===== config.mk =====
export PLATFORM = sky130hd
export DESIGN_NAME = linear_probe_hash_table
export DESIGN_NICKNAME = d
export VERILOG_FILES = /design/src/design/lpht_pkg.sv /design/src/design/lpht_home.sv /design/src/design/lpht_mem.sv /design/src/design/linear_probe_hash_table.sv
export SDC_FILE = /design/constraint.sdc
export NUM_CORES = 1
export LEC_CHECK = 0
export BUFFER_PORTS_ARGS = -buffer_cell sky130_fd_sc_hd__buf_2
export CAP_MARGIN = 0
export CORE_MARGIN = 2
export CORE_UTILIZATION = 45
export DETAILED_ROUTE_END_ITERATION = 8
export GPL_ROUTABILITY_DRIVEN = 0
export PLACE_DENSITY = 0.66
export SLEW_MARGIN = 20
export SYNTH_ARGS = -nofsm -noshare
export SYNTH_HDL_FRONTEND = slang
export SYNTH_SLANG_ARGS = --single-unit
export TNS_END_PERCENT = 100

===== constraint.sdc =====
create_clock -name clk -period 13.23 [get_ports clk]
set_clock_uncertainty 0.2 [all_clocks]
set_input_delay 2.646 -clock clk [delete_from_list [all_inputs] [get_ports clk]]
set_output_delay 2.646 -clock clk [all_outputs]
set_load 0.02 [all_outputs]

===== src/design/lpht_pkg.sv =====
// Shared types and codes for the linear-probe hash table.
// Used by lpht_mem and linear_probe_hash_table; depends on nothing.
package lpht_pkg;

	// operation codes on func
	localparam logic [1:0] FUNC_INSERT = 2'd0;
	localparam logic [1:0] FUNC_LOOKUP = 2'd1;
	localparam logic [1:0] FUNC_ERASE  = 2'd2;

	// result status codes
	localparam logic [1:0] STATUS_OK       = 2'd0;
	localparam logic [1:0] STATUS_NOTFOUND = 2'd1;
	localparam logic [1:0] STATUS_FULL     = 2'd2;

	// slot state codes
	localparam logic [1:0] SLOT_EMPTY   = 2'd0;
	localparam logic [1:0] SLOT_VALID   = 2'd1;
	localparam logic [1:0] SLOT_DELETED = 2'd2;

	// one table entry as stored in memory
	typedef struct packed {
		logic [1:0]  st;
		logic [31:0] key;
		logic [31:0] val;
	} entry_t;

endpackage


===== src/design/lpht_home.sv =====
// Home-slot unit: key modulo slot count.
// A mask for a power-of-two slot count, otherwise a three-stage reciprocal multiply.
module lpht_home #(
	parameter int SLOTS = 16
) (
	input  logic                       clk,
	input  logic                       arst_n,
	input  logic                       start,
	input  logic [31:0]                key,
	output logic                       done,
	output logic [$clog2(SLOTS)-1:0]   home
);

	localparam int IW = $clog2(SLOTS);

	generate
		if ((SLOTS & (SLOTS - 1)) == 0) begin : g_mask
			logic          done_q;
			logic [IW-1:0] home_q;

			// take the low key bits
			always_ff @(posedge clk or negedge arst_n) begin
				if (!arst_n) begin
					done_q <= 1'b0;
				end else begin
					done_q <= start;
				end
			end

			always_ff @(posedge clk) begin
				if (start) begin
					home_q <= key[IW-1:0];
				end
			end

			assign done = done_q;
			assign home = home_q;
		end else begin : g_recip
			// quotient = key / SLOTS by multiply-high with a rounding fix-up,
			// remainder from the low bits of key - quotient * SLOTS
			localparam int              SH     = IW - 1;
			localparam logic [31:0]     MAGIC  = 32'((((64'd1 << 32) *
				((64'd1 << IW) - 64'(SLOTS))) / 64'(SLOTS)) + 64'd1);
			localparam logic [IW-1:0]   MOD_LO = IW'(SLOTS);

			logic          vld_s1;
			logic          vld_s2;
			logic          done_q;
			logic [31:0]   key_s1;
			logic [31:0]   mh_s1;
			logic [IW-1:0] q_s2;
			logic [IW-1:0] klo_s2;
			logic [IW-1:0] home_q;
			logic [31:0]   avg;
			logic [IW-1:0] quot;

			// fix up the multiply-high into the exact quotient
			always_comb begin
				avg  = mh_s1 + ((key_s1 - mh_s1) >> 1);
				quot = IW'(avg >> SH);
			end

			// advance the stage valids
			always_ff @(posedge clk or negedge arst_n) begin
				if (!arst_n) begin
					vld_s1 <= 1'b0;
					vld_s2 <= 1'b0;
					done_q <= 1'b0;
				end else begin
					vld_s1 <= start;
					vld_s2 <= vld_s1;
					done_q <= vld_s2;
				end
			end

			always_ff @(posedge clk) begin
				if (start) begin
					key_s1 <= key;
					mh_s1  <= 32'((64'(key) * 64'(MAGIC)) >> 32);
				end
				if (vld_s1) begin
					q_s2   <= quot;
					klo_s2 <= key_s1[IW-1:0];
				end
				if (vld_s2) begin
					home_q <= klo_s2 - IW'(q_s2 * MOD_LO);
				end
			end

			assign done = done_q;
			assign home = home_q;
		end
	endgenerate

endmodule


===== src/design/lpht_mem.sv =====
// Slot memory: state, key and value per slot, one write and one read port.
// Read data is registered. Uses lpht_pkg::entry_t.
module lpht_mem #(
	parameter int SLOTS = 16
) (
	input  logic                      clk,
	input  logic                      we,
	input  logic [$clog2(SLOTS)-1:0]  waddr,
	input  lpht_pkg::entry_t          wdata,
	input  logic [$clog2(SLOTS)-1:0]  raddr,
	output lpht_pkg::entry_t          rdata
);

	lpht_pkg::entry_t mem [SLOTS];
	lpht_pkg::entry_t rd_q;

	// write port
	always_ff @(posedge clk) begin
		if (we) begin
			mem[waddr] <= wdata;
		end
	end

	// read port, every cycle
	always_ff @(posedge clk) begin
		rd_q <= mem[raddr];
	end

	assign rdata = rd_q;

endmodule


===== src/design/linear_probe_hash_table.sv =====
// Linear-probe hash table with SLOTS entries of 32-bit key and 32-bit value, held in one
// single-port-read memory. After reset the block sweeps the memory to mark every slot
// empty, and no word is accepted during the sweep. One word is worked on at a time:
// the home slot is computed (by a mask, or by a pipelined reciprocal multiply when SLOTS
// is not a power of two), then the probe reads one slot per cycle from the memory read
// port, then a write-back step writes the slot back and loads the result, so the probe
// length sets how long a word takes.
// A new word is accepted while the previous result still waits in the output register.
module linear_probe_hash_table #(
	parameter int SLOTS = 16
) (
	input  logic        clk,
	input  logic        arst_n,
	input  logic        in_valid,
	output logic        in_stall,
	input  logic [1:0]  func,
	input  logic [31:0] key,
	input  logic [31:0] value,
	output logic        out_valid,
	input  logic        out_stall,
	output logic [1:0]  status,
	output logic [31:0] found_value,
	output logic [3:0]  slot_index,
	output logic [4:0]  valid_count,
	output logic        table_empty
);

	localparam int IW = $clog2(SLOTS);
	localparam int CW = $clog2(SLOTS + 1);
	localparam logic [IW-1:0] LAST_SLOT = IW'(SLOTS - 1);
	localparam logic [CW-1:0] NSLOTS    = CW'(SLOTS);
	localparam logic [CW-1:0] LAST_CNT  = CW'(SLOTS - 1);

	localparam logic [2:0] S_CLEAR = 3'd0;
	localparam logic [2:0] S_IDLE  = 3'd1;
	localparam logic [2:0] S_HASH  = 3'd2;
	localparam logic [2:0] S_PROBE = 3'd3;
	localparam logic [2:0] S_DONE  = 3'd4;

	logic [2:0]        state_q;
	logic [IW-1:0]     clr_q;
	logic [1:0]        func_q;
	logic [31:0]       key_q;
	logic [31:0]       value_q;
	logic [IW-1:0]     addr_q;
	logic [CW-1:0]     iss_cnt_q;
	logic [CW-1:0]     eval_cnt_q;
	logic              vld_s1;
	logic [IW-1:0]     eaddr_s1;
	logic              hit_q;
	logic [IW-1:0]     hit_addr_q;
	lpht_pkg::entry_t  hit_data_q;
	logic [CW-1:0]     cnt_q;

	logic              out_valid_q;
	logic [1:0]        status_q;
	logic [31:0]       fval_q;
	logic [3:0]        slot_q;
	logic [4:0]        vcnt_q;
	logic              empty_q;

	logic              accept;
	logic              home_done;
	logic [IW-1:0]     home;
	lpht_pkg::entry_t  rdata;
	logic              mem_we;
	logic [IW-1:0]     mem_waddr;
	lpht_pkg::entry_t  mem_wdata;
	logic              hit;
	logic              finish;
	logic              changes;
	logic [CW-1:0]     cnt_nx;
	logic [IW+3:0]     slot_wide;
	logic [CW+4:0]     cnt_wide;

	assign accept = in_valid && !in_stall;
	assign in_stall = (state_q != S_IDLE);

	lpht_home #(.SLOTS(SLOTS)) u_home (
		.clk    (clk),
		.arst_n (arst_n),
		.start  (accept),
		.key    (key),
		.done   (home_done),
		.home   (home)
	);

	lpht_mem #(.SLOTS(SLOTS)) u_mem (
		.clk   (clk),
		.we    (mem_we),
		.waddr (mem_waddr),
		.wdata (mem_wdata),
		.raddr (addr_q),
		.rdata (rdata)
	);

	// match the slot that was read last cycle
	always_comb begin
		if (func_q == lpht_pkg::FUNC_INSERT) begin
			hit = (rdata.st != lpht_pkg::SLOT_VALID);
		end else if (func_q == lpht_pkg::FUNC_LOOKUP || func_q == lpht_pkg::FUNC_ERASE) begin
			hit = (rdata.st == lpht_pkg::SLOT_VALID) && (rdata.key == key_q);
		end else begin
			hit = 1'b0;
		end
	end

	// result leaves when the output register is free
	assign finish  = (state_q == S_DONE) && (!out_valid_q || !out_stall);
	assign changes = hit_q && (func_q == lpht_pkg::FUNC_INSERT ||
		func_q == lpht_pkg::FUNC_ERASE);

	// new entry count
	always_comb begin
		cnt_nx = cnt_q;
		if (hit_q && func_q == lpht_pkg::FUNC_INSERT) begin
			cnt_nx = cnt_q + CW'(1);
		end else if (hit_q && func_q == lpht_pkg::FUNC_ERASE) begin
			cnt_nx = cnt_q - CW'(1);
		end
	end

	assign slot_wide = {4'b0, hit_addr_q};
	assign cnt_wide  = {5'b0, cnt_nx};

	// memory write: clearing sweep or write-back
	always_comb begin
		mem_we    = 1'b0;
		mem_waddr = hit_addr_q;
		mem_wdata = hit_data_q;
		if (state_q == S_CLEAR) begin
			mem_we    = 1'b1;
			mem_waddr = clr_q;
			mem_wdata = '{st: lpht_pkg::SLOT_EMPTY, key: '0, val: '0};
		end else if (finish && changes) begin
			mem_we = 1'b1;
			if (func_q == lpht_pkg::FUNC_INSERT) begin
				mem_wdata = '{st: lpht_pkg::SLOT_VALID, key: key_q, val: value_q};
			end else begin
				mem_wdata.st = lpht_pkg::SLOT_DELETED;
			end
		end
	end

	// control state machine
	always_ff @(posedge clk or negedge arst_n) begin
		if (!arst_n) begin
			state_q    <= S_CLEAR;
			clr_q      <= '0;
			vld_s1     <= 1'b0;
			iss_cnt_q  <= '0;
			eval_cnt_q <= '0;
			hit_q      <= 1'b0;
			cnt_q      <= '0;
		end else begin
			unique case (state_q)
				S_CLEAR: begin
					clr_q <= clr_q + IW'(1);
					if (clr_q == LAST_SLOT) begin
						state_q <= S_IDLE;
					end
				end
				S_IDLE: begin
					if (accept) begin
						state_q <= S_HASH;
					end
				end
				S_HASH: begin
					vld_s1     <= 1'b0;
					iss_cnt_q  <= '0;
					eval_cnt_q <= '0;
					if (home_done) begin
						state_q <= S_PROBE;
					end
				end
				S_PROBE: begin
					// issue next read
					vld_s1 <= (iss_cnt_q != NSLOTS);
					if (iss_cnt_q != NSLOTS) begin
						iss_cnt_q <= iss_cnt_q + CW'(1);
					end
					// evaluate previous read
					if (vld_s1) begin
						eval_cnt_q <= eval_cnt_q + CW'(1);
						if (hit) begin
							hit_q   <= 1'b1;
							state_q <= S_DONE;
						end else if (eval_cnt_q == LAST_CNT) begin
							hit_q   <= 1'b0;
							state_q <= S_DONE;
						end
					end
				end
				S_DONE: begin
					if (finish) begin
						cnt_q   <= cnt_nx;
						state_q <= S_IDLE;
					end
				end
				default: begin
					state_q <= S_IDLE;
				end
			endcase
		end
	end

	// word and probe datapath
	always_ff @(posedge clk) begin
		if (accept) begin
			func_q  <= func;
			key_q   <= key;
			value_q <= value;
		end
		if (state_q == S_HASH && home_done) begin
			addr_q <= home;
		end else if (state_q == S_PROBE && iss_cnt_q != NSLOTS) begin
			addr_q <= (addr_q == LAST_SLOT) ? '0 : addr_q + IW'(1);
		end
		if (state_q == S_PROBE) begin
			eaddr_s1 <= addr_q;
		end
		if (state_q == S_PROBE && vld_s1 && hit) begin
			hit_addr_q <= eaddr_s1;
			hit_data_q <= rdata;
		end
	end

	// output register
	always_ff @(posedge clk or negedge arst_n) begin
		if (!arst_n) begin
			out_valid_q <= 1'b0;
		end else if (finish) begin
			out_valid_q <= 1'b1;
		end else if (out_valid_q && !out_stall) begin
			out_valid_q <= 1'b0;
		end
	end

	always_ff @(posedge clk) begin
		if (finish) begin
			if (hit_q) begin
				status_q <= lpht_pkg::STATUS_OK;
				slot_q   <= slot_wide[3:0];
			end else begin
				status_q <= (func_q == lpht_pkg::FUNC_INSERT) ?
					lpht_pkg::STATUS_FULL : lpht_pkg::STATUS_NOTFOUND;
				slot_q   <= 4'd0;
			end
			fval_q  <= (hit_q && func_q == lpht_pkg::FUNC_LOOKUP) ? hit_data_q.val : 32'd0;
			vcnt_q  <= cnt_wide[4:0];
			empty_q <= (cnt_nx == '0);
		end
	end

	assign out_valid   = out_valid_q;
	assign status      = status_q;
	assign found_value = fval_q;
	assign slot_index  = slot_q;
	assign valid_count = vcnt_q;
	assign table_empty = empty_q;

	// entry count stays within the table
	a_cnt_range: assert property (@(posedge clk) disable iff (!arst_n)
		cnt_q <= NSLOTS)
		else $error("entry count exceeds slot count");

	// a probe never evaluates more than SLOTS slots
	a_probe_bound: assert property (@(posedge clk) disable iff (!arst_n)
		(state_q == S_PROBE && vld_s1) |-> (eval_cnt_q < NSLOTS))
		else $error("probe ran past the table");

	// a failed operation reports slot and value zero
	a_miss_fields: assert property (@(posedge clk) disable iff (!arst_n)
		(out_valid_q && status_q != lpht_pkg::STATUS_OK) |->
		(slot_q == 4'd0 && fval_q == 32'd0))
		else $error("miss result carries slot or value");

	// erase never fires with an empty table
	a_erase_count: assert property (@(posedge clk) disable iff (!arst_n)
		(finish && hit_q && func_q == lpht_pkg::FUNC_ERASE) |-> (cnt_q != '0))
		else $error("erase hit with zero entries");

	// no word is taken while the clearing sweep runs
	a_clear_stall: assert property (@(posedge clk) disable iff (!arst_n)
		(state_q == S_CLEAR) |-> !accept)
		else $error("word accepted during clearing sweep");

endmodule

### Word-level counts from Yosys, hierarchy flattened

Memories as Yosys holds them, arrays and structs flattened. A register that Yosys moved wholly into a read port is not among the register bits.
Cells that the tools add are included.

| storage, ports and cells | value |
|---|---|
| register bits | 218 |
| bits in latches | 0 |
| memory bits (writable) | 1056 |
| bits in read-only memories | 0 |
| bits of input ports | 70 |
| output and inout port bits | 46 |
| word-level logic and storage cells | 117 |
| memories | 1 |

Memory list:

| name | depth | bits a word | rd ports | clocked after Yosys merged registers in | write ports | RTL line | text |
|---|---|---|---|---|---|---|---|
| u_mem.mem | 16 | 66 | 1 | 1 | 1 | lpht_mem.sv:14 | `lpht_pkg::entry_t mem [SLOTS];` |

| operators by class | value |
|---|---|
| add/subtract/negate cells | 6 |
| $mul | 0 |
| divide/modulo/power cells | 0 |
| magnitude comparators | 0 |
| equal/unequal tests | 21 |
| shift operators | 0 |
| muxes and demuxes | 34 |
| bitwise logic cells | 0 |
| reductions and logical operators | 31 |

Operators with widths:

| kind | count |
|---|---|
| $mux W66 | 2 |
| $mux W64 | 1 |
| $eq A32 B32 Y1 | 1 |
| $mux W3 | 7 |
| $mux W5 | 4 |
| $pmux W5 S2 | 2 |
| $mux W4 | 4 |
| $add A5 B1 Y5 const B | 3 |
| $pmux W3 S5 | 1 |
| $logic_and A1 B1 Y1 | 13 |
| $mux W1 | 10 |
| $add A4 B1 Y4 const B | 2 |
| $eq A4 B4 Y1 const B | 2 |
| $ne A2 B1 Y1 const B | 4 |
| $reduce_bool A2 Y1 | 4 |
| $eq A3 B2 Y1 const B | 2 |
| $ne A2 B2 Y1 const B | 3 |
| $reduce_and A2 Y1 | 3 |
| $reduce_and A6 Y1 | 1 |
| $eq A5 B4 Y1 const B | 1 |
| $logic_not A5 Y1 | 1 |
| $ne A5 B5 Y1 const B | 1 |
| $sub A5 B1 Y5 const B | 1 |
| $eq A2 B1 Y1 const B | 2 |
| 12 further kinds | 17 |

### Longest topological paths before layout

| depth | value |
|---|---|
| word-level depth | 8 |
| mapped depth | 9 |
| depth with buffers taken out | 8 |

### By module

A second synthesis with hierarchy kept.

| second synthesis, totals | value |
|---|---|
| cells, all modules | 2396 |
| area total of the unflattened synthesis | 49786.5 um^2 |

Modules (own cells, without submodules):

| module | times used | cells an instance | area each (um^2) | seq. area each (um^2) |
|---|---|---|---|---|
| lpht_mem | 1 | 1698 | 40800.4 | 33031.7 |
| linear_probe_hash_table | 1 | 693 | 8841.0 | 6271.0 |
| lpht_home | 1 | 5 | 145.1 | 145.1 |

### Worst setup path after synthesis

OpenSTA, ideal clock, no wires.

| path | value |
|---|---|
| path type | in2reg |
| start point | in out_stall |
| end point | mem u_mem.mem[2][0] in the netlist's numbering, enable pin |
| setup time | 0.491 ns |
| data arrival time | 6.227 ns |
| setup slack | 6.313 ns |
| stages on the path | 5 |
| path buffers | 0 |
| cell sequence | nand2_1 nand3_1 nor2_1 a32oi_1 nor2_1 |

| between the ends | value |
|---|---|
| longest elaborated chain between the ends | 8 |

RTL lines:

| item | RTL line | text |
|---|---|---|
| start: declaration | linear_probe_hash_table.sv:20 | `input logic out_stall,` |
| $logic_not A1 Y1 | linear_probe_hash_table.sv:109 | `assign finish = (state_q == S_DONE) && (!out_valid_q \|\| !out_stall);` |
| $logic_or A1 B1 Y1 | linear_probe_hash_table.sv:109 |  |
| $logic_and A1 B1 Y1 | linear_probe_hash_table.sv:109 |  |
| $logic_and A1 B1 Y1 | linear_probe_hash_table.sv:135 | `end else if (finish && changes) begin` |
| $mux W1 | linear_probe_hash_table.sv:135 |  |
| $mux W1 | linear_probe_hash_table.sv:131 | `if (state_q == S_CLEAR) begin` |
| $mux W1 | lpht_mem.sv:19 | `if (we) begin` |
| $mux W1 (implied by the code) | lpht_mem.sv:20 | `mem[waddr] <= wdata;` |
| end: declaration | lpht_mem.sv:14 |  |

No other way between the ends.

### Worst setup path in the final report

| path | value |
|---|---|
| start point | in out_stall |
| end point | mem u_mem.mem[10][40] in the netlist's numbering, enable pin |

Same word-level chain as after synthesis.

==> run summary <==
DIE WIDTH: 337.6 um
Post-synthesis cell count: 2249
Reg clk slew, reported paths: 60 ps
Area leader, netlist: edfxtp_1
Pre-CTS WS: 6701 ps
Worst R2R Start: state_q[0]
Fin crit share: 44.38%
CTS Buf Count: 135
Largest cells by area after synthesis: edfxtp_1 75%, mux4_2 14%, dfxtp_1 2.6%
CTS tree: yes
Cell Count, Final, Fillers Out: 4038
Seq/Total Area, Yosys: 78.54%
Hold Path Sink: hit_data_q[28]
CP max FO: 46
Synth warn: 0
Worst IR Drop VDD: 0.1987 mV
Vias in the first global route: 24050
Gr usage total: 19.83%
Met1 GRT Util: 27.58%
Setup TNS: 0 ps
Req. time, crit path: 13360 ps
Initial antenna violation count: 3
Share of cells above drive strength 1: 26.96%
Grt ovf: 0
EDFF count, synth: 1244
Synthesized area per cell: 22.27 um2
Hold_buf cts: 0
Run status: finished clean
FMAX: 0.1703 GHz
PostCTS Resize Cnt: 0
GR Util met3: 3.138%
Root Buffer: clkbuf_16
Min-delay src: u_mem.rdata[28]
Most frequent cell after synthesis: edfxtp_1
Max-cap violations: 0
Largest net degree at the start of global routing: 128
Final WL: 111500 um
Sequential cell area: 39330 um2
Worst Tran Pin Value: 1206 ps
#FFs+latches synth: 1336
Remaining antenna violation count after routing: 0
Placed insts: 3784
Post-detailed-placement half-perimeter wirelength: 55580 um
Worst r2r dst: u_mem.mem[6][28]
R2R setup slack: 8190 ps
# H-tree levels: 4
CTS sink cnt: 1336
Die H: 337.6 um
DR pass1 iterations: 8
Initial Utilization: 45.31%
Synthesized cell area: 50080 um2
Worst Setup End Kind: flip-flop
Core region area: 110500 um2
WP data arrival: 6000 ps
Via density per instance: 5.766
DR vias: 23280
Top post-synthesis cells by count: 1244 x edfxtp_1, 303 x mux4_2, 162 x nand2_1
Worst min path class: reg -> reg
Layout area overhead: 13.51%
Synth async-reset ratio: 1.946%
Crit Path Category: in -> reg
Final setup viols: 0
Fillers: 8461
DRC viols: 0
Static Leakage: 18.49 nW
Fin nets: 2516
Hold Crit Depth: 0
Max clock buf depth: 3
Yosys top cell area share: 74.60%
Main synth FF type: edfxtp_1
Distinct cells, synth: 48
Critical path startpoint category: input pin
First-pass GRT wire length: 162700 um
Setup bufs post-CTS: 0
Std-Cell Rows: 122
Most Crowded Layer GR: met2
Initial drt markers: 2340
WL/cell: 27.61 um
I/O Pins: 116
Final Hold Viols: 0
Worst r2r path cells: 5
Multi-input gate area: 10180 um2
Worst slew margin: 18.83%
Fin crit period: 5871 ps
Total die area: 114000 um2
RSZ-0062 raised after global routing: false
Port bufs: 115
Worst skew pair latency: 730 ps
Final setup margin: 7359 ps
Slew Viols, Final: 0
Syn_nets: 2330
Cell Pwr Density: 203.4 nW/um2
Met2 GRT Util: 32.67%
power by group:
part           internal [mW]  switching (mW)  total [mW]  leakage [nW]
sequential              5.14           0.148        5.29          12.1
clock                   2.22            1.55        3.77          2.16
combinational           1.20            1.30        2.50          4.21
sequential cells by signal (all words and copies together), names as in the netlist, 2 cells and up:
signal and cells:
clr_q 4, status 2, value_q 32, slot_index 4
state_q 3, u_mem.rdata 66, iss_cnt_q 5, func_q 2
valid_count 5, eaddr_s1 4, u_mem.mem 1056, hit_data_q 66
u_home.home 3, hit_addr_q 4, eval_cnt_q 5, key_q 29
cnt_q 5, found_value 32, addr_q 4
final cells by class:
| class | instances | share of cell area [%] |
|---|---|---|
| clock inverter | 51 | 0.8915 |
| antenna | 2 | 0.008805 |
| multi-input combinational | 785 | 17.92 |
| sequential | 1336 | 69.19 |
| tap | 1488 | 3.275 |
| clock buffer | 199 | 6.907 |
| timing repair buffer | 160 | 1.699 |
| inverter | 17 | 0.1123 |
metrics by stage:
stage / area [um2] / util [%] / power (mW) / hold slack, ps
final: 56840 / 51.43 / 11.56 / 195.2
after global routing: 56840 / 51.43 / 12.01 / 197.6
after CTS: 56790 / 51.39 / 11.66 / 190.6
after detailed placement: 52360 / 47.38 / 7.899 / 188.7
after global placement: 52360 / 47.37 / 7.836 / 186.1
after floorplan: 50080 / - / 7.322 / 185.5
worst max path at each step:
stage / startpoint / end / depth (start not counted)
3_5_place_dp: out_stall / u_mem.mem[10][36] / 7
6_report: out_stall / u_mem.mem[10][40] / 7
5_1_grt: out_stall / u_mem.mem[10][24] / 7
4_1_cts: out_stall / u_mem.mem[3][25] / 7
3_3_place_gp: out_stall / u_mem.mem[6][24] / 7
2_1_floorplan: out_stall / u_mem.mem[2][0] / 5
cell families after synthesis:
family	Yosys count	synth area share [%]
AO/OA/AOI/OAI	39	0.5322
AND/OR/NAND/NOR	354	3.241
adder cells (fa/ha/maj)	11	0.2748
multiplexers	333	15.11
flip-flops	1336	78.54
XOR/XNOR	48	0.8395
buffers and inverters	128	1.467
cells in the final DEF (no fill, tap or decap), types with 4 or more instances in the layout:
cell type   synthesis  layout
mux4_1             27      27
dfrtp_1            26      26
clkbuf_16           0     141
nand3_1            72      71
edfxtp_1         1244    1244
inv_6               0       5
clkbuf_1           57      40
nor2_4              0      18
buf_4               1      40
nand2_1           162     162
a31oi_1            10      10
xor2_1             10      10
nor2_1             41      23
clkinv_2            0      16
inv_1              16      16
a21oi_1             5       4
mux4_2            303     303
bufinv_16           0       8
clkbuf_8            0      18
buf_2               9     115
nor3_1              6       5
nand4_1            11      11
clkinv_1            0      14
dfxtp_1            66      66
and3_1             38      38
o21ai_0            10       9
clkinvlp_4          0       5
nand2b_1            4       4
and2_1              6       6
ha_1               11      10
xnor2_1            38      38
critical path, cell delays in order:
cell	delay [ps]
buf_2	90
nand2_1	90
nand3_1	240
nor2_1	530
a32oi_1	500
nor2_4	880
buf_4	960
per-layer routing:
metal	wire length, um	part of all wire [%]
met1	46400	42
met2	55600	50
met3	7152	6.4
met4	2320	2.1
met5	16	0.014
No activity file was read; power rests on OpenSTA's default activity.
